File: src/rtl/wbgc_pkg.sv
// wbgc_pkg: widths, register indexes, reset values and lane control type
// shared by the wrench bias / gravity compensation filter modules.
// No dependencies.
package wbgc_pkg;

  // field widths
  localparam int unsigned RAW_W    = 32;
  localparam int unsigned AXIS_W   = 16;
  localparam int unsigned WEIGHT_W = 25;
  localparam int unsigned COM_W    = 18;
  localparam int unsigned GAIN_W   = 16;
  localparam int unsigned CFG_W    = 32;
  localparam int unsigned CFG_IDX_W = 3;

  // number of wrench axes and axis vector elements
  localparam int unsigned NUM_LANES = 6;
  localparam int unsigned NUM_AXIS  = 3;

  // internal arithmetic widths
  localparam int unsigned FPROD_W = WEIGHT_W + 1 + AXIS_W;  // weight times axis
  localparam int unsigned F_W     = 28;                     // load force
  localparam int unsigned XP_W    = COM_W + F_W;            // cross product term
  localparam int unsigned LD_W    = 30;                     // load wrench element
  localparam int unsigned ACC_W   = 40;                     // bias accumulator
  localparam int unsigned ASUM_W  = ACC_W + 2;              // accumulator update sum
  localparam int unsigned NUM_W   = ACC_W + 1;              // rounded magnitude, quotient
  localparam int unsigned W_W     = ACC_W + 1;              // compensated wrench
  localparam int unsigned K_W     = GAIN_W + 1;             // 65536 - gain
  localparam int unsigned GY_W    = GAIN_W + 1 + RAW_W;     // gain times filter state
  localparam int unsigned KW_W    = K_W + 1 + W_W;          // (1-gain) times wrench
  localparam int unsigned Y_W     = KW_W + 1;               // filter sum
  localparam int unsigned R_W     = Y_W - 16;               // filter sum after rounding

  // bias division by reciprocal multiply, one reciprocal chunk per step
  localparam int unsigned DIV_STEPS = 4;
  localparam int unsigned RCP_C     = 13;                   // reciprocal chunk width
  localparam int unsigned RCP_S     = DIV_STEPS * RCP_C;    // reciprocal scale shift
  localparam int unsigned DCNT_W    = $clog2(DIV_STEPS);    // division step count

  // configuration register indexes
  typedef enum logic [CFG_IDX_W-1:0] {
    CFG_TOOL_WEIGHT  = 3'd0,
    CFG_COM_OFFSET_X = 3'd1,
    CFG_COM_OFFSET_Y = 3'd2,
    CFG_COM_OFFSET_Z = 3'd3,
    CFG_FILTER_GAIN  = 3'd4
  } cfg_reg_e;

  // register reset values
  localparam logic [WEIGHT_W-1:0]     TOOL_WEIGHT_RST = 25'd51414;
  localparam logic signed [COM_W-1:0] COM_X_RST       = 18'sd0;
  localparam logic signed [COM_W-1:0] COM_Y_RST       = 18'sd0;
  localparam logic signed [COM_W-1:0] COM_Z_RST       = 18'sd1311;
  localparam logic [GAIN_W-1:0]       FILTER_GAIN_RST = 16'd58982;

  // per-cycle commands from the sequencer to every lane
  typedef struct packed {
    logic              acc_en;    // add raw minus load into the bias sum
    logic              div_load;  // load the division from the bias sum
    logic              div_step;  // one reciprocal chunk
    logic [DCNT_W-1:0] div_idx;   // which reciprocal chunk, lowest first
    logic              div_end;   // write the rounded bias back
    logic              mul_en;    // register the filter products
    logic              filt_en;   // update the filter state
  } lane_ctrl_t;

endpackage

File: src/rtl/wbgc_merge.sv
// wbgc_merge: output register that gathers the six lane results and the
// calibrated flag into one result transfer. Uses wbgc_pkg.
module wbgc_merge import wbgc_pkg::*; (
  input  logic                           clk_i,
  input  logic                           rst_ni,
  input  logic                           load_i,
  input  logic                           calib_i,
  input  logic signed [RAW_W-1:0]        filt_i [NUM_LANES],
  input  logic                           m_axis_tready_i,
  output logic                           m_axis_tvalid_o,
  output logic [NUM_LANES*RAW_W-1:0]     m_axis_tdata_o,
  output logic                           m_axis_tuser_o,
  output logic                           free_o
);

  logic                         valid_q, valid_d;
  logic [NUM_LANES*RAW_W-1:0]   data_q, data_d;
  logic                         user_q;

  // pack lanes, lane 0 in the lowest bits
  always_comb begin
    for (int i = 0; i < NUM_LANES; i++) begin
      data_d[i*RAW_W +: RAW_W] = filt_i[i];
    end
  end

  assign free_o = !valid_q || m_axis_tready_i;

  // valid set on load, cleared when the transfer completes
  always_comb begin
    valid_d = valid_q;
    if (load_i) begin
      valid_d = 1'b1;
    end else if (m_axis_tready_i) begin
      valid_d = 1'b0;
    end
  end

  always_ff @(posedge clk_i or negedge rst_ni) begin
    if (!rst_ni) begin
      valid_q <= 1'b0;
    end else begin
      valid_q <= valid_d;
    end
  end

  always_ff @(posedge clk_i) begin
    if (load_i) begin
      data_q <= data_d;
      user_q <= calib_i;
    end
  end

  assign m_axis_tvalid_o = valid_q;
  assign m_axis_tdata_o  = data_q;
  assign m_axis_tuser_o  = user_q;

endmodule

File: config.mk
export PLATFORM = sky130hd
export DESIGN_NAME = wbgc_merge
export DESIGN_NICKNAME = d
export VERILOG_FILES = /design/src/rtl/wbgc_pkg.sv /design/src/rtl/wbgc_merge.sv
export SDC_FILE = /design/constraint.sdc
export NUM_CORES = 1
export LEC_CHECK = 0
export BUFFER_PORTS_ARGS = -buffer_cell sky130_fd_sc_hd__buf_2
export CAP_MARGIN = 20
export CORE_AREA = 4 4 151 153
export DETAILED_ROUTE_END_ITERATION = 8
export DIE_AREA = 0 0 155 157
export HOLD_SLACK_MARGIN = 0.06
export SETUP_SLACK_MARGIN = 0.5
export SYNTH_ARGS = -nofsm -noshare
export SYNTH_HDL_FRONTEND = slang
export SYNTH_SLANG_ARGS = --single-unit
File: constraint.sdc
create_clock -name clk_i -period 1.9 [get_ports clk_i]
set_input_delay 0.285 -clock clk_i [delete_from_list [all_inputs] [get_ports clk_i]]
set_output_delay 0.285 -clock clk_i [all_outputs]
set_load 0.03 [all_outputs]
==> results of run 1 <==
[cell families after synthesis]
family | count (synthesis)
flops | 194
simple gates | 2
[through the flow]
stage | setup slack, ns | std cells | instance area [sq um]
floorplan | 0.943 | 196 | 5840
global placement | 0.627 | 876 | 8290
detailed placement | 0.620 | 876 | 8290
[cells in the mapped netlist]
library cell and number:
sky130_fd_sc_hd__dfrtp_1 1, sky130_fd_sc_hd__edfxtp_1 193, sky130_fd_sc_hd__nand2b_4 1, sky130_fd_sc_hd__nand2b_2 1
==> impl_metrics.csv, run 1 <==
group,metric,value,unit
floorplanning,count_of_standard_cell_rows,54,
synth,avgSynthCellArea,29.8,sq um
synth,synth-compound-area-share,0,
outcome,result_of_the_run,"did not finish",
clock_network,clock_tree.htree_level_count,4,
floorplanning,floorplan.die.width,155,microns
clock_network,numClockSinks,194,
clock_network,clock-root-buffer,"sky130_fd_sc_hd__clkbuf_16",
synth,sequential_cell_area_fraction_in_the_yosys_report,0.996,
synth,synth.top_cell.area_share,0.992,
synth,post_synth_inst_count,196,
synth,synthMuxAreaShare,0,
outcome,error,"[ERROR RSZ-0060] Max buffer count reached.",
placement,dp.final_hpwl,12300,microns
placement,port-buffer-count,391,
floorplanning,initial_utilization,0.271,
synth,synth_largest_area_cell,"sky130_fd_sc_hd__edfxtp_1",
synth,synth_top_family_by_area,"simple AND/OR/NAND/NOR gates",
clock_network,cts-resized-gates,1,
placement,finalWeightedCongestion,0.811,
synth,netlist_area_before_placement,5840,sq um
clock_network,cts-root-to-sink-buffers,2,
clock_network,cts_hold_buffers,182,
synth,syn-num-nets,393,
synth,yosys.area_share.adder,0,
synth,post_synth_xor_area_fraction,0,
floorplanning,dieHeight,157,microns
synth,synth.lib_cells_used.distinct,4,
outcome,last-stage-reached,"4_1_cts",
synth,fraction_of_the_mapped_netlist_area_in_simple_logic_gates,0.00385,
synth,synth_top_cells_by_area,"sky130_fd_sc_hd__edfxtp_1, sky130_fd_sc_hd__dfrtp_1, sky130_fd_sc_hd__nand2b_4",
synth,ys.warnings.count,0,
floorplanning,ioPinCount,392,
clock_network,cts-buffers-inserted,17,
clock_network,postCtsSetupRepairBufs,0,
synth,postSynthRegisterBits,194,
==> run 2, diff against run 1 <==
--- a/config.mk
+++ b/config.mk
@@ -7,11 +7,10 @@
 export LEC_CHECK = 0
 export BUFFER_PORTS_ARGS = -buffer_cell sky130_fd_sc_hd__buf_2
 export CAP_MARGIN = 20
-export CORE_AREA = 4 4 151 153
+export CORE_AREA = 4 4 150 152
 export DETAILED_ROUTE_END_ITERATION = 8
-export DIE_AREA = 0 0 155 157
-export HOLD_SLACK_MARGIN = 0.06
-export SETUP_SLACK_MARGIN = 0.5
+export DIE_AREA = 0 0 154 156
+export PLACE_DENSITY_LB_ADDON = 0.15
 export SYNTH_ARGS = -nofsm -noshare
 export SYNTH_HDL_FRONTEND = slang
 export SYNTH_SLANG_ARGS = --single-unit
==> impl_metrics.csv, run 2 <==
group,metric,value,unit
routing,route.detailed.wl_per_inst,18.4,microns
cells_and_area,sequential_cell_area,5820,sq um
floorplanning,design.die.area,24000,sq um
floorplanning,dieHeight,156,microns
global_routing,overflow,0,
synth,synth.lib_cells_used.distinct,4,
clock_network,cts-buffers-inserted,17,
flow_run,drv.max_cap_violation_count,0,
min_path,worst_hold_path_type,"primary input to flop",
synth,synthMuxAreaShare,0,
synth,synth_top_family_by_area,"simple AND/OR/NAND/NOR gates",
min_path,hold_start,"filt_i[122]",
global_routing,first_global_vias,4045,
sta,fmaxAchievable,721,MHz
synth,postSynth.asyncResetShare,0.00515,
routing,dr.pass1.iters,4,
worst_setup_path,critical_path.startpoint_type,"flop",
clock_network,clock_tree_from_tritoncts,"done",
min_path,worst_hold_endpoint,"m_axis_tdata_o[90]$_DFFE_PP_",
synth,ys.warnings.count,0,
clock_network,clock-root-buffer,"sky130_fd_sc_hd__clkbuf_16",
synth,netlist_area_before_placement,5840,sq um
cells_and_area,largest_reg_flops,192,
routing,antenna_violating_nets_post_route,0,
synth,post_synth_inst_count,196,
clock_network,clock_tree.htree_level_count,4,
placement,port-buffer-count,391,
cells_and_area,most_common_library_cell_in_the_layout_ignoring_fill_and_taps,"sky130_fd_sc_hd__buf_2",
floorplanning,initial_utilization,0.278,
synth,synth_top_cells_by_count,"sky130_fd_sc_hd__edfxtp_1, sky130_fd_sc_hd__dfrtp_1, sky130_fd_sc_hd__nand2b_2, sky130_fd_sc_hd__nand2b_4",
sta,final_max_slew_viols,0,
routing,vias,3580,
cells_and_area,most-common-layout-cells,"sky130_fd_sc_hd__buf_2, sky130_fd_sc_hd__edfxtp_1, sky130_fd_sc_hd__clkbuf_16",
clock_network,cts-root-to-sink-buffers,2,
clock_network,cts-resized-gates,0,
worst_setup_path,crit_path_max_fanout,2,
worst_setup_path,timing_worst_setup_path_type,"flop to output port",
synth,synth.top_cell.area_share,0.992,
clock_network,clk_pin_slew,0.07,ns
power,max-vdd-ir-drop,0.000547,V
synth,sequential_cell_area_fraction_in_the_yosys_report,0.996,
power,power.internal,0.00717,W
global_routing,grt_pass1_wl,23900,microns
global_routing,globalRouteTotalUtil,0.134,
synth,avgSynthCellArea,29.8,sq um
power,leakage,3.78,nW
sta,finalHoldWorstSlack,0.0336,ns
routing,drc,0,
cells_and_area,finish.utilization,0.420,
cells_and_area,multi_input_area,22.5,sq um
global_routing,grt_start_max_net_pins,42,
synth,postSynthRegisterBits,194,
floorplanning,ioPinCount,392,
power,switching_share,0.271,
sta,period_needed,1.39,ns
cells_and_area,layout.nets,812,
routing,vias_per_cell,3.96,
clock_network,numClockSinks,194,
synth,yosys.area_share.adder,0,
routing,initialDrtViolationCount,119,
power,power_frac_comb,0.137,
cells_and_area,layout.filler_cells,1898,
routing,wl,16700,microns
synth,synth-compound-area-share,0,
sta,fin_setup_tns,0,ns
power,switchingPower,0.00267,W
synth,top_ff_cell_synth,"sky130_fd_sc_hd__edfxtp_1",
global_routing,antenna_violations_before_repair,2,
power,share_seq_of_total_power,0.524,
clock_network,clock_insertion_delay_worst_skew,0.42,ns
sta,fin_crit_sh,0.730,
synth,synth.most_common_cell,"sky130_fd_sc_hd__edfxtp_1",
synth,synth_enable_flop_cells,193,
cells_and_area,syn_to_final_growth,51.0,%
worst_setup_path,worst_case_reg_to_reg_path_depth,2,
power,clockPowerShare,0.339,
floorplanning,count_of_standard_cell_rows,53,
worst_setup_path,r2r-end,"m_axis_tvalid_o$_DFFE_PN0P_",
sta,max_slew_margin,0.722,
synth,synth_top_cells_by_area,"sky130_fd_sc_hd__edfxtp_1, sky130_fd_sc_hd__dfrtp_1, sky130_fd_sc_hd__nand2b_4",
synth,syn-num-nets,393,
floorplanning,area_of_the_core,21000,sq um
worst_setup_path,r2r_start,"m_axis_tvalid_o$_DFFE_PN0P_",
sta,final-setup-viol-count,0,
synth,fraction_of_the_mapped_netlist_area_in_simple_logic_gates,0.00385,
sta,unrepaired_setup_endpoints_after_global_routing,"no",
cells_and_area,share_of_layout_cells_above_drive_strength_1,0.686,
worst_setup_path,worst-endpoint-required,1.62,ns
synth,synth_largest_area_cell,"sky130_fd_sc_hd__edfxtp_1",
placement,finalWeightedCongestion,0.809,
outcome,result_of_the_run,"finished clean",
worst_setup_path,r2r_slack,1.25,ns
worst_setup_path,crit_path_end_kind,"output port",
sta,final-hold-violation-count,0,
power,pwr_density_cell,1120,nW/um^2
sta,fin_worst_skew,0,ns
worst_setup_path,cp_data_arrival_time,1.10,ns
min_path,worst_hold_path.num_cells,1,
sta,worstMarginPinSlew,0.417,ns
floorplanning,floorplan.die.width,154,microns
synth,post_synth_xor_area_fraction,0,
==> run 2: cell counts after synthesis <==
Identical to the previous run, type by type.
==> run 2: cell type report <==
type,count,area share
sequential,194,0.660
timing repair buffer,400,0.236
clock buffer,17,0.0482
tap,275,0.0390
clock inverter,15,0.0140
multi-input combinational,2,0.00255
antenna,1,0.000284
==> run 2: worst max path at each step <==
| stage | start | endpoint | slack (ns) | depth (start not counted) |
|---|---|---|---|---|
| 6_report | m_axis_tvalid_o$_DFFE_PN0P_ | free_o | 0.51 | 2 |
| 5_1_grt | m_axis_tvalid_o$_DFFE_PN0P_ | free_o | 0.45 | 2 |
| 4_1_cts | m_axis_tvalid_o$_DFFE_PN0P_ | free_o | 0.48 | 2 |
| 3_5_place_dp | load_i | m_axis_tdata_o[98]$_DFFE_PP_ | 0.61 | 2 |
| 3_3_place_gp | load_i | m_axis_tdata_o[20]$_DFFE_PP_ | 0.63 | 2 |
| 2_1_floorplan | m_axis_tvalid_o$_DFFE_PN0P_ | free_o | 0.94 | 1 |
==> run 2: timing repair <==
| item | in CTS | in global routing |
|---|---|---|
| hold endpoints to repair | 1 | 0 |
| hold buffers | 1 | 0 |
| buffers inserted | 0 | 0 |
| setup endpoints to repair | 0 | 0 |
==> run 2: logic make-up (layout without fill, tap and decap cells) <==
logic type    after synthesis  after routing
flops                     194            194
other cells                 0              1
simple gates                2              2
buf+inv                     0            432
==> run 2: worst max-delay path, stage by stage, from the launching register on <==
cell,delay [ns]
sky130_fd_sc_hd__dfrtp_1,0.41
sky130_fd_sc_hd__nand2b_4,0.08
sky130_fd_sc_hd__buf_2,0.19
==> run 2: metrics by stage <==
step	power [W]	cells	cell area, sq um	setup WS, ns
2_1_floorplan	0.00597	196	5840	0.943
3_3_place_gp	0.00662	870	8260	0.631
3_5_place_dp	0.00663	870	8260	0.606
4_1_cts	0.0100	903	8820	0.476
5_1_grt	0.0103	903	8820	0.452
6_report	0.00984	904	8820	0.512
==> run 2: metal layers <==
| layer | global-route usage | wire length, microns | up-vias | part of all wire |
|---|---|---|---|---|
| li1 | - | - | 1645 | - |
| met1 | 0.138 | 5730 | 1672 | 0.34 |
| met3 | 0.0571 | 1780 | 17 | 0.11 |
| met5 | 0 | 0 | - | 0 |
| met2 | 0.241 | 8850 | 246 | 0.53 |
| met4 | 0.0551 | 308 | 0 | 0.018 |
==> run 2: power groups by stage <==
stage                     sequential [W]  clock (W)  combinational (W)
after floorplan                  0.00596          0         0.00000723
after global placement           0.00525          0            0.00136
after detailed placement         0.00526          0            0.00137
after CTS                        0.00516    0.00348            0.00137
after global routing             0.00519    0.00367            0.00141
final                            0.00516    0.00334            0.00135
Note: power is estimated with default switching activity, not from simulation.
