===== src/rtl/wbgc_pkg.sv =====
// wbgc_pkg: widths, register indexes, reset values and lane control type
// shared by the wrench bias / gravity compensation filter modules.
// No dependencies.
package wbgc_pkg;

  // field widths
  localparam int unsigned RAW_W    = 32;
  localparam int unsigned AXIS_W   = 16;
  localparam int unsigned WEIGHT_W = 25;
  localparam int unsigned COM_W    = 18;
  localparam int unsigned GAIN_W   = 16;
  localparam int unsigned CFG_W    = 32;
  localparam int unsigned CFG_IDX_W = 3;

  // number of wrench axes and axis vector elements
  localparam int unsigned NUM_LANES = 6;
  localparam int unsigned NUM_AXIS  = 3;

  // internal arithmetic widths
  localparam int unsigned FPROD_W = WEIGHT_W + 1 + AXIS_W;  // weight times axis
  localparam int unsigned F_W     = 28;                     // load force
  localparam int unsigned XP_W    = COM_W + F_W;            // cross product term
  localparam int unsigned LD_W    = 30;                     // load wrench element
  localparam int unsigned ACC_W   = 40;                     // bias accumulator
  localparam int unsigned ASUM_W  = ACC_W + 2;              // accumulator update sum
  localparam int unsigned NUM_W   = ACC_W + 1;              // rounded magnitude, quotient
  localparam int unsigned W_W     = ACC_W + 1;              // compensated wrench
  localparam int unsigned K_W     = GAIN_W + 1;             // 65536 - gain
  localparam int unsigned GY_W    = GAIN_W + 1 + RAW_W;     // gain times filter state
  localparam int unsigned KW_W    = K_W + 1 + W_W;          // (1-gain) times wrench
  localparam int unsigned Y_W     = KW_W + 1;               // filter sum
  localparam int unsigned R_W     = Y_W - 16;               // filter sum after rounding

  // bias division by reciprocal multiply, one reciprocal chunk per step
  localparam int unsigned DIV_STEPS = 4;
  localparam int unsigned RCP_C     = 13;                   // reciprocal chunk width
  localparam int unsigned RCP_S     = DIV_STEPS * RCP_C;    // reciprocal scale shift
  localparam int unsigned DCNT_W    = $clog2(DIV_STEPS);    // division step count

  // configuration register indexes
  typedef enum logic [CFG_IDX_W-1:0] {
    CFG_TOOL_WEIGHT  = 3'd0,
    CFG_COM_OFFSET_X = 3'd1,
    CFG_COM_OFFSET_Y = 3'd2,
    CFG_COM_OFFSET_Z = 3'd3,
    CFG_FILTER_GAIN  = 3'd4
  } cfg_reg_e;

  // register reset values
  localparam logic [WEIGHT_W-1:0]     TOOL_WEIGHT_RST = 25'd51414;
  localparam logic signed [COM_W-1:0] COM_X_RST       = 18'sd0;
  localparam logic signed [COM_W-1:0] COM_Y_RST       = 18'sd0;
  localparam logic signed [COM_W-1:0] COM_Z_RST       = 18'sd1311;
  localparam logic [GAIN_W-1:0]       FILTER_GAIN_RST = 16'd58982;

  // per-cycle commands from the sequencer to every lane
  typedef struct packed {
    logic              acc_en;    // add raw minus load into the bias sum
    logic              div_load;  // load the division from the bias sum
    logic              div_step;  // one reciprocal chunk
    logic [DCNT_W-1:0] div_idx;   // which reciprocal chunk, lowest first
    logic              div_end;   // write the rounded bias back
    logic              mul_en;    // register the filter products
    logic              filt_en;   // update the filter state
  } lane_ctrl_t;

endpackage


===== src/rtl/wbgc_lane.sv =====
// wbgc_lane: one wrench axis: bias accumulator with rounding division by a
// multi-cycle reciprocal multiply, and the exponential low-pass filter. Uses wbgc_pkg.
module wbgc_lane import wbgc_pkg::*; #(
  parameter int unsigned BIAS_SAMPLES = 64
) (
  input  logic                     clk_i,
  input  logic                     rst_ni,
  input  lane_ctrl_t               ctrl_i,
  input  logic signed [RAW_W-1:0]  raw_i,
  input  logic signed [LD_W-1:0]   ld_i,
  input  logic        [GAIN_W-1:0] gain_i,
  output logic signed [RAW_W-1:0]  filt_o
);

  localparam int unsigned HALF   = BIAS_SAMPLES / 2;
  localparam int unsigned SHIFT  = $clog2(BIAS_SAMPLES);
  localparam bit          POW2   = (BIAS_SAMPLES & (BIAS_SAMPLES - 1)) == 0;
  localparam int unsigned MUL_W  = NUM_W + RCP_C;
  localparam int unsigned PROD_W = MUL_W + 1;
  // ceil(2^RCP_S / BIAS_SAMPLES), exact floor division for numerators below 2^40
  localparam longint unsigned RECIP =
    ((64'd1 << RCP_S) + 64'(BIAS_SAMPLES) - 64'd1) / 64'(BIAS_SAMPLES);

  logic signed [ACC_W-1:0]  acc_q, acc_d;
  logic signed [RAW_W-1:0]  filt_q, filt_d;
  logic signed [ASUM_W-1:0] acc_sum;
  logic signed [ACC_W-1:0]  acc_sat;

  logic        [NUM_W-1:0]  num_q;
  logic        [NUM_W-1:0]  quo_q, quo_d;
  logic                     neg_q;
  logic signed [NUM_W-1:0]  acc_ext;
  logic        [NUM_W-1:0]  mag;
  logic        [RCP_C-1:0]  rcp_chunk;
  logic        [MUL_W-1:0]  rcp_prod;
  logic        [PROD_W-1:0] rcp_sum;
  logic        [NUM_W-1:0]  quo;
  logic        [NUM_W-1:0]  bias;

  logic signed [W_W-1:0]    w;
  logic        [K_W-1:0]    k;
  logic signed [GY_W-1:0]   gy_q, gy_d;
  logic signed [KW_W-1:0]   kw_q, kw_d;
  logic signed [Y_W-1:0]    y;
  logic signed [R_W-1:0]    r;
  logic signed [RAW_W-1:0]  r_sat;

  // bias sum update, saturated to the accumulator width
  always_comb begin
    acc_sum = ASUM_W'(acc_q) + ASUM_W'(raw_i) - ASUM_W'(ld_i);
    if (acc_sum[ASUM_W-1:ACC_W-1] != '0 && acc_sum[ASUM_W-1:ACC_W-1] != '1) begin
      acc_sat = acc_sum[ASUM_W-1] ? {1'b1, {(ACC_W-1){1'b0}}}
                                  : {1'b0, {(ACC_W-1){1'b1}}};
    end else begin
      acc_sat = acc_sum[ACC_W-1:0];
    end
  end

  // division: magnitude plus half the divisor times the reciprocal,
  // one chunk a step from the lowest, keeping only the bits above each chunk
  always_comb begin
    acc_ext   = NUM_W'(acc_q);
    mag       = acc_q[ACC_W-1] ? -acc_ext : acc_ext;
    rcp_chunk = RCP_C'(RECIP >> (RCP_C * ctrl_i.div_idx));
    rcp_prod  = MUL_W'(num_q) * MUL_W'(rcp_chunk);
    rcp_sum   = PROD_W'(quo_q) + PROD_W'(rcp_prod);
    quo_d     = rcp_sum[RCP_C +: NUM_W];
    quo       = POW2 ? (num_q >> SHIFT) : quo_q;
    bias      = neg_q ? -quo : quo;
  end

  always_ff @(posedge clk_i) begin
    if (ctrl_i.div_load) begin
      num_q <= mag + NUM_W'(HALF);
      quo_q <= '0;
      neg_q <= acc_q[ACC_W-1];
    end else if (ctrl_i.div_step) begin
      quo_q <= quo_d;
    end
  end

  // filter products: g*y and (65536-g)*w
  always_comb begin
    w    = W_W'(raw_i) - W_W'(acc_q) - W_W'(ld_i);
    k    = K_W'(17'h10000) - K_W'(gain_i);
    gy_d = $signed({1'b0, gain_i}) * filt_q;
    kw_d = $signed({1'b0, k}) * w;
  end

  always_ff @(posedge clk_i) begin
    if (ctrl_i.mul_en) begin
      gy_q <= gy_d;
      kw_q <= kw_d;
    end
  end

  // round half up, then saturate to 32 bits
  always_comb begin
    y = Y_W'(gy_q) + Y_W'(kw_q) + Y_W'(signed'(32768));
    r = y[Y_W-1:16];
    if (r[R_W-1:RAW_W-1] != '0 && r[R_W-1:RAW_W-1] != '1) begin
      r_sat = r[R_W-1] ? {1'b1, {(RAW_W-1){1'b0}}} : {1'b0, {(RAW_W-1){1'b1}}};
    end else begin
      r_sat = r[RAW_W-1:0];
    end
  end

  // next bias sum and filter state
  always_comb begin
    acc_d  = acc_q;
    filt_d = filt_q;
    if (ctrl_i.acc_en) begin
      acc_d = acc_sat;
    end else if (ctrl_i.div_end) begin
      acc_d = bias[ACC_W-1:0];
    end
    if (ctrl_i.filt_en) begin
      filt_d = r_sat;
    end
  end

  always_ff @(posedge clk_i or negedge rst_ni) begin
    if (!rst_ni) begin
      acc_q  <= '0;
      filt_q <= '0;
    end else begin
      acc_q  <= acc_d;
      filt_q <= filt_d;
    end
  end

  assign filt_o = filt_q;

endmodule


===== config.mk =====
export PLATFORM = sky130hd
export DESIGN_NAME = wbgc_lane
export DESIGN_NICKNAME = d
export VERILOG_FILES = /design/src/rtl/wbgc_pkg.sv /design/src/rtl/wbgc_lane.sv
export SDC_FILE = /design/constraint.sdc
export NUM_CORES = 2
export LEC_CHECK = 0
export ABC_AREA = 1
export BUFFER_PORTS_ARGS = -buffer_cell sky130_fd_sc_hd__buf_2
export CAP_MARGIN = 25
export CORE_MARGIN = 5
export CORE_UTILIZATION = 58
export CTS_CLUSTER_DIAMETER = 30
export DETAILED_ROUTE_END_ITERATION = 16
export PLACE_DENSITY = 0.72
export SYNTH_ARGS = -nofsm -noshare
export SYNTH_HDL_FRONTEND = slang
export SYNTH_SLANG_ARGS = --single-unit

===== constraint.sdc =====
create_clock -name clk_i -period 9.31 [get_ports clk_i]
set_input_delay 0.4655 -clock clk_i [delete_from_list [all_inputs] [get_ports clk_i]]
set_output_delay 0.4655 -clock clk_i [all_outputs]
set_load 0.02 [all_outputs]

; ---- Word level (Yosys, flattened, before mapping)
; Cells that the tools add are included.
[op_classes]
n_div = 0
n_bitwise = 0
order_cmp = 0
add_sub_neg = 10
shifts = 0
n_mul = 2
n_eq_ne = 2
muxes = 8
n_reduce_logical = 5
[ops]
columns = operator, n
row1 = 40-bit 2-to-1 mux, 5
row2 = 32-bit 2-to-1 mux, 2
row3 = 49-bit by 59-bit adder with 60-bit output, 1
row4 = 60-bit by 17-bit adder with 60-bit output (second input constant), 1
row5 = 18-bit by 41-bit multiplier with 59-bit output, 1
row6 = 17-bit by 32-bit multiplier with 49-bit output, 1
row7 = 41-bit by 30-bit subtractor with 42-bit output, 1
row8 = 40-bit by 32-bit adder with 41-bit output, 1
row9 = 41-bit by 6-bit adder with 41-bit output (second input constant), 1
row10 = 41-bit 2-to-1 mux, 1
row11 = 40-bit negator with 41-bit output, 1
row12 = 32-bit by 40-bit subtractor with 41-bit output, 1
row13 = 41-bit by 30-bit subtractor with 41-bit output, 1
row14 = 35-bit negator with 40-bit output, 1
row15 = 17-bit by 16-bit subtractor with 17-bit output (first input constant), 1
row16 = 13-bit != test (second input constant), 1
row17 = 13-bit nonzero test, 1
row18 = 3-bit != test (second input constant), 1
row19 = 3-bit nonzero test, 1
row20 = 1-bit logical AND, 2
row21 = 2-bit nonzero test, 1
[totals]
n_memories = 0
rom_bits = 0
inputBits = 88
ram_bits = 0
regBits = 222
latch_bits = 0
elab_cells = 33
output_inout_bits = 32

; ---- Longest topological paths before layout
[logic_depth]
depth_word = 6
ltp_mapped = 47
ltp_nobuf = 44

; ---- Worst setup path after synthesis
; OpenSTA, ideal clock, no wires.
[synth_timing]
path_kind = in2reg
start = input port raw_i[31]
end = register kw_q[58], data pin
arrival_time_ns = 8.453
setup_time_ns = 0.265
required_time_ns = 9.045
cell_stages = 37
path_buffers = 1
path_slack_ns = 0.593
path_cell_list = inv_1 fa_1 ha_1 nand2_1 nor2_1 inv_1 nor4_1 nand3_1 nand3_1 nand2_1 nand3_1 or2_2 nand2_1 clkbuf_1 nor2_1 inv_1 fa_1 fa_1 inv_1 fa_1 fa_1 fa_1 inv_1 fa_1 inv_1 ha_1 nand2_1 nor2_1 inv_1 nor3_1 inv_1 nor4_1 nand3_1 nand4_1 nand2_1 o211ai_1 xor2_1
[synth_between]
elab_chain_cells = 3
[synth_rtl]
columns = item, line_no
row1 = start: declaration, wbgc_lane.sv:9  ; input logic signed [RAW_W-1:0] raw_i,
row2 = 32-bit by 40-bit subtractor with 41-bit output, wbgc_lane.sv:84  ; w = W_W'(raw_i) - W_W'(acc_q) - W_W'(ld_i);
row3 = 41-bit by 30-bit subtractor with 41-bit output, wbgc_lane.sv:84
row4 = 18-bit by 41-bit multiplier with 59-bit output, wbgc_lane.sv:87  ; kw_d = $signed({1'b0, k}) * w;
row5 = net kw_d[58], wbgc_lane.sv:43  ; logic signed [KW_W-1:0] kw_q, kw_d;
row6 = end signal: assignment, wbgc_lane.sv:93  ; kw_q <= kw_d;
row7 = end: declaration, wbgc_lane.sv:43
; The timed path passes the listed nets, and every way through them passes these cells.
; A chain may end at the register's enable or synchronous reset.

; ---- Final worst setup path
[layout_timing]
start = register acc_q[7]
end = register kw_q[57], data pin
[layout_between]
elab_chain_cells = 3
[layout_rtl]
columns = item, line_no
row1 = start: declaration, wbgc_lane.sv:24  ; logic signed [ACC_W-1:0] acc_q, acc_d;
row2 = start signal: assignment, wbgc_lane.sv:124  ; acc_q <= '0;
row3 = start signal: assignment, wbgc_lane.sv:127  ; acc_q <= acc_d;
row4 = 32-bit by 40-bit subtractor with 41-bit output, wbgc_lane.sv:84
row5 = 41-bit by 30-bit subtractor with 41-bit output, wbgc_lane.sv:84
row6 = 18-bit by 41-bit multiplier with 59-bit output, wbgc_lane.sv:87
row7 = net kw_d[57], wbgc_lane.sv:43
; The timed path passes the listed nets, and every way through them passes these cells.

==> flow_metrics.env <==
export IMPL_timing_reg2reg_setup_slack_ps=270
export IMPL_wire_length_of_the_first_global_routing_pass_mm=319
export IMPL_run_status="completed"
export IMPL_synthArstFlopShare=0.333
export IMPL_die_height_um=345
export IMPL_viasPerCell=5.41
export IMPL_antenna_found_initial=3
export IMPL_min_period_over_period=0.971
export IMPL_coreArea_mm2=0.112
export IMPL_critical_path_arrival_ps=9390
export IMPL_timing_fmax_ghz=0.111
export IMPL_synth_seq_area_share=0.0939
export IMPL_critPathRequiredTime_ps=9660
export IMPL_timing_max_transition_violations_final=0
export IMPL_timing_rr_start="acc_q[7]"
export IMPL_placed_cell_area_mm2=0.0683
export IMPL_final_design_area_no_fill_mm2=0.0705
export IMPL_cp_slowest_stage_delay_ps=560
export IMPL_worst_skew_pair_late_latency_ps=660
export IMPL_critPathTopFamily="adder cells"
export IMPL_yosys_area_top_type="sky130_fd_sc_hd__fa_1"
export IMPL_cap_violations=0
export IMPL_routed_via_count=55850
export IMPL_path_depth=35
export IMPL_hpwl_mm=170
export IMPL_drt_iter0_drc=4379
export IMPL_period_minus_ws_final_ps=9040
export IMPL_overflow=0
export IMPL_post_synth_instance_area_mm2=0.0653
export IMPL_std_cell_rows=123
export IMPL_grt_util_all_layers=0.341
export IMPL_synthesized_instance_count=8641
export IMPL_drt_total_wl_mm=201
export IMPL_synth_main_ff_cell="sky130_fd_sc_hd__edfxtp_1"
export IMPL_ant_nets=0
export IMPL_worst_path_most_repeated_cell="sky130_fd_sc_hd__inv_1"
export IMPL_cts_tree="built"
export IMPL_effective_utilization_at_floorplan=0.582
export IMPL_finalSetupViolations=0
export IMPL_worst_r2r_endpoint="kw_q[57]"
export IMPL_yosysTopAreaCellShare=0.376
export IMPL_grt_max_degree=59
export IMPL_rsz0062_at_grt="yes"
export IMPL_cts_buffers=55
export IMPL_drc=0
export IMPL_critical_path_n_buffers_inverters=10
export IMPL_dieArea_mm2=0.119
export IMPL_yosys_register_bits=216
export IMPL_synth_edf_count=144
export IMPL_clk_pin_slew_worst_paths_ps=50
export IMPL_cts_root_buf="sky130_fd_sc_hd__clkbuf_16"
export IMPL_routabilityCongestion=1.01
export IMPL_io_buffer_count=116
export IMPL_critical_path_slowest_cell="sky130_fd_sc_hd__fa_1"
export IMPL_slew_limit_headroom=0.277
export IMPL_endpoint_kind="register"
export IMPL_ios=120
export IMPL_clock_skew_final_ps=54.9
export IMPL_synth_cell_type_count=67
export IMPL_die_w_um=345
export IMPL_tightest_slew_ps=1080
export IMPL_synth_area_top_cells="sky130_fd_sc_hd__fa_1 38%, sky130_fd_sc_hd__inv_1 13%, sky130_fd_sc_hd__nand2_1 11%, sky130_fd_sc_hd__ha_1 8.7%, sky130_fd_sc_hd__edfxtp_1 6.6%"
export IMPL_nNetsFinal=10547
export IMPL_yosysWarningCount=0
export IMPL_hold_class="input pin to register"
export IMPL_number_of_clock_sinks_seen_by_cts=216
export IMPL_mappedNetlistNets=10410
export IMPL_clk_path_buf_depth=3
export IMPL_category_of_the_critical_setup_timing_path="register to register"
export IMPL_worstRegToRegCells=35
export IMPL_report_final_hold_viol_count=0
export IMPL_crit_end="kw_q[57]"
export IMPL_utilization=0.629
export IMPL_post_synth_cell_area_avg_um2=7.55
export IMPL_drive_above_1_share=0.0655
export IMPL_cts_htree_levels=2
export IMPL_crit_path_max_fanout=9
export IMPL_critical_path_source_type="register"
export IMPL_post_drt_wl_per_cell_um=19.5
export IMPL_layout_area_overhead_vs_synth_pct=8.04
export IMPL_grt_pass1_vias=58716
export IMPL_drt_first_pass_iters=8
export IMPL_crit_path_start="acc_q[7]"
## final cells by class
class                      count  area (um2)
multi-input combinational   5838       49400
tap                         1500        1880
clock buffer                  57        1380
clock inverter                46         583
fill                       10054       41700
timing repair buffer         338        2360
sequential                   216        6130
antenna                        2        5.00
inverter                    2329        8750
## cell families (layout without fill, tap and decap cells)
logic type,Yosys count,in the layout,synth area share
buffers and inverters,2587,2770,0.151
adder cells (fa/ha/maj),1681,1681,0.463
XOR/XNOR,249,249,0.0342
AO/OA/AOI/OAI,767,767,0.0657
AND/OR/NAND/NOR,3140,3140,0.192
other,1,3,0.0000575
flip-flops,216,216,0.0939
## repair_timing
item	4_1_cts	5_1_grt
resized for setup	0	32
buffers inserted	0	5
hold endpoints to repair	32	0
setup endpoints to repair	0	15
hold buffers	1	0
## registers in the layout (all words and copies together) (netlist names)
signal and cells:
acc_q 40, filt_o 32, gy_q 49, num_q 35
kw_q 59, neg_q 1
## worst min path at each step
| stage | startpoint | end | slack, ps | depth (start not counted) |
|---|---|---|---|---|
| after global routing | ctrl_i[2] | acc_q[0] | 290 | 5 |
| after floorplan | rst_ni | acc_q[0] | 170 | 0 |
| final | ctrl_i[2] | acc_q[0] | 260 | 5 |
| after global placement | acc_q[0] | acc_q[0] | 500 | 2 |
| after detailed placement | acc_q[0] | acc_q[0] | 500 | 2 |
| after CTS | ctrl_i[2] | acc_q[0] | 240 | 5 |
## cells in the final DEF, fill, tap and decap left out, types with 55 or more instances in the layout
cell type,Yosys,layout
sky130_fd_sc_hd__a21oi_1,380,379
sky130_fd_sc_hd__a31oi_1,61,61
sky130_fd_sc_hd__buf_2,32,114
sky130_fd_sc_hd__buf_4,4,214
sky130_fd_sc_hd__clkbuf_16,0,55
sky130_fd_sc_hd__dfrtp_1,72,70
sky130_fd_sc_hd__edfxtp_1,144,144
sky130_fd_sc_hd__fa_1,1225,1225
sky130_fd_sc_hd__ha_1,456,455
sky130_fd_sc_hd__inv_1,2310,2307
sky130_fd_sc_hd__nand2_1,1989,1988
sky130_fd_sc_hd__nand3_1,166,166
sky130_fd_sc_hd__nor2_1,769,767
sky130_fd_sc_hd__o21ai_0,185,182
sky130_fd_sc_hd__xnor2_1,91,88
sky130_fd_sc_hd__xor2_1,153,149
## metal layers
layer / global-route usage / up-vias / wire [um]
met5: 0 / - / 0
met3: 0.0575 / 656 / 16200
met4: 0.207 / 0 / 14900
met2: 0.573 / 2298 / 95000
met1: 0.414 / 27284 / 75300
li1: - / 25612 / -
## worst reg2reg max path: cells and delay by family, from the launching register on
kind / cells / cell delay (ps)
AOI/OAI and AO/OA: 10 / 2020
and+or+nand+nor: 4 / 780
adders and majority gates: 9 / 4280
buffers and inverters: 10 / 980
xor gates and xnor gates: 2 / 240
DFF: 1 / 440
## stage by stage
stage	setup TNS (ps)	hold slack, ps	instances	setup slack, ps
floorplan	0	170	8641	593
global placement	0	497	10212	133
detailed placement	-41.8	500	10212	-41.8
CTS	0	239	10316	13.0
global route	-504	295	10325	-95.5
finish	0	263	10326	269
## cell usage after synthesis, types with 3 or more instances
| master | instances |
|---|---|
| sky130_fd_sc_hd__and2_1 | 4 |
| sky130_fd_sc_hd__inv_1 | 2310 |
| sky130_fd_sc_hd__clkinv_1 | 11 |
| sky130_fd_sc_hd__xnor2_1 | 91 |
| sky130_fd_sc_hd__or2_2 | 51 |
| sky130_fd_sc_hd__o211ai_1 | 15 |
| sky130_fd_sc_hd__ha_1 | 456 |
| sky130_fd_sc_hd__o21ai_0 | 185 |
| sky130_fd_sc_hd__a31oi_1 | 61 |
| sky130_fd_sc_hd__nor3_2 | 5 |
| sky130_fd_sc_hd__buf_1 | 18 |
| sky130_fd_sc_hd__and3_1 | 5 |
| sky130_fd_sc_hd__a21oi_1 | 380 |
| sky130_fd_sc_hd__o31ai_1 | 3 |
| sky130_fd_sc_hd__nor2_2 | 20 |
| sky130_fd_sc_hd__nand4_1 | 39 |
| sky130_fd_sc_hd__nor4_1 | 18 |
| sky130_fd_sc_hd__o32ai_1 | 7 |
| sky130_fd_sc_hd__o221a_2 | 3 |
| sky130_fd_sc_hd__buf_6 | 14 |
| sky130_fd_sc_hd__o21ai_2 | 3 |
| sky130_fd_sc_hd__fa_1 | 1225 |
| sky130_fd_sc_hd__xor2_2 | 4 |
| sky130_fd_sc_hd__o21ai_1 | 13 |
| sky130_fd_sc_hd__o21a_1 | 16 |
| sky130_fd_sc_hd__inv_2 | 7 |
| sky130_fd_sc_hd__o21bai_1 | 23 |
| sky130_fd_sc_hd__nand3_1 | 166 |
| sky130_fd_sc_hd__nor2_1 | 769 |
| sky130_fd_sc_hd__o22ai_1 | 9 |
| sky130_fd_sc_hd__a21o_1 | 19 |
| sky130_fd_sc_hd__nor3_1 | 55 |
| sky130_fd_sc_hd__nand3_2 | 3 |
| sky130_fd_sc_hd__nand2_2 | 5 |
| sky130_fd_sc_hd__clkbuf_1 | 190 |
| sky130_fd_sc_hd__xor2_1 | 153 |
| sky130_fd_sc_hd__o2111ai_1 | 3 |
| sky130_fd_sc_hd__a21boi_0 | 10 |
| sky130_fd_sc_hd__edfxtp_1 | 144 |
| sky130_fd_sc_hd__buf_2 | 32 |
| sky130_fd_sc_hd__dfrtp_1 | 72 |
| sky130_fd_sc_hd__buf_4 | 4 |
| sky130_fd_sc_hd__nand2_1 | 1989 |
| sky130_fd_sc_hd__a21oi_2 | 3 |
Power is not shown: default switching activity piles up to over one toggle a cycle in this logic, so the estimate is an artifact.
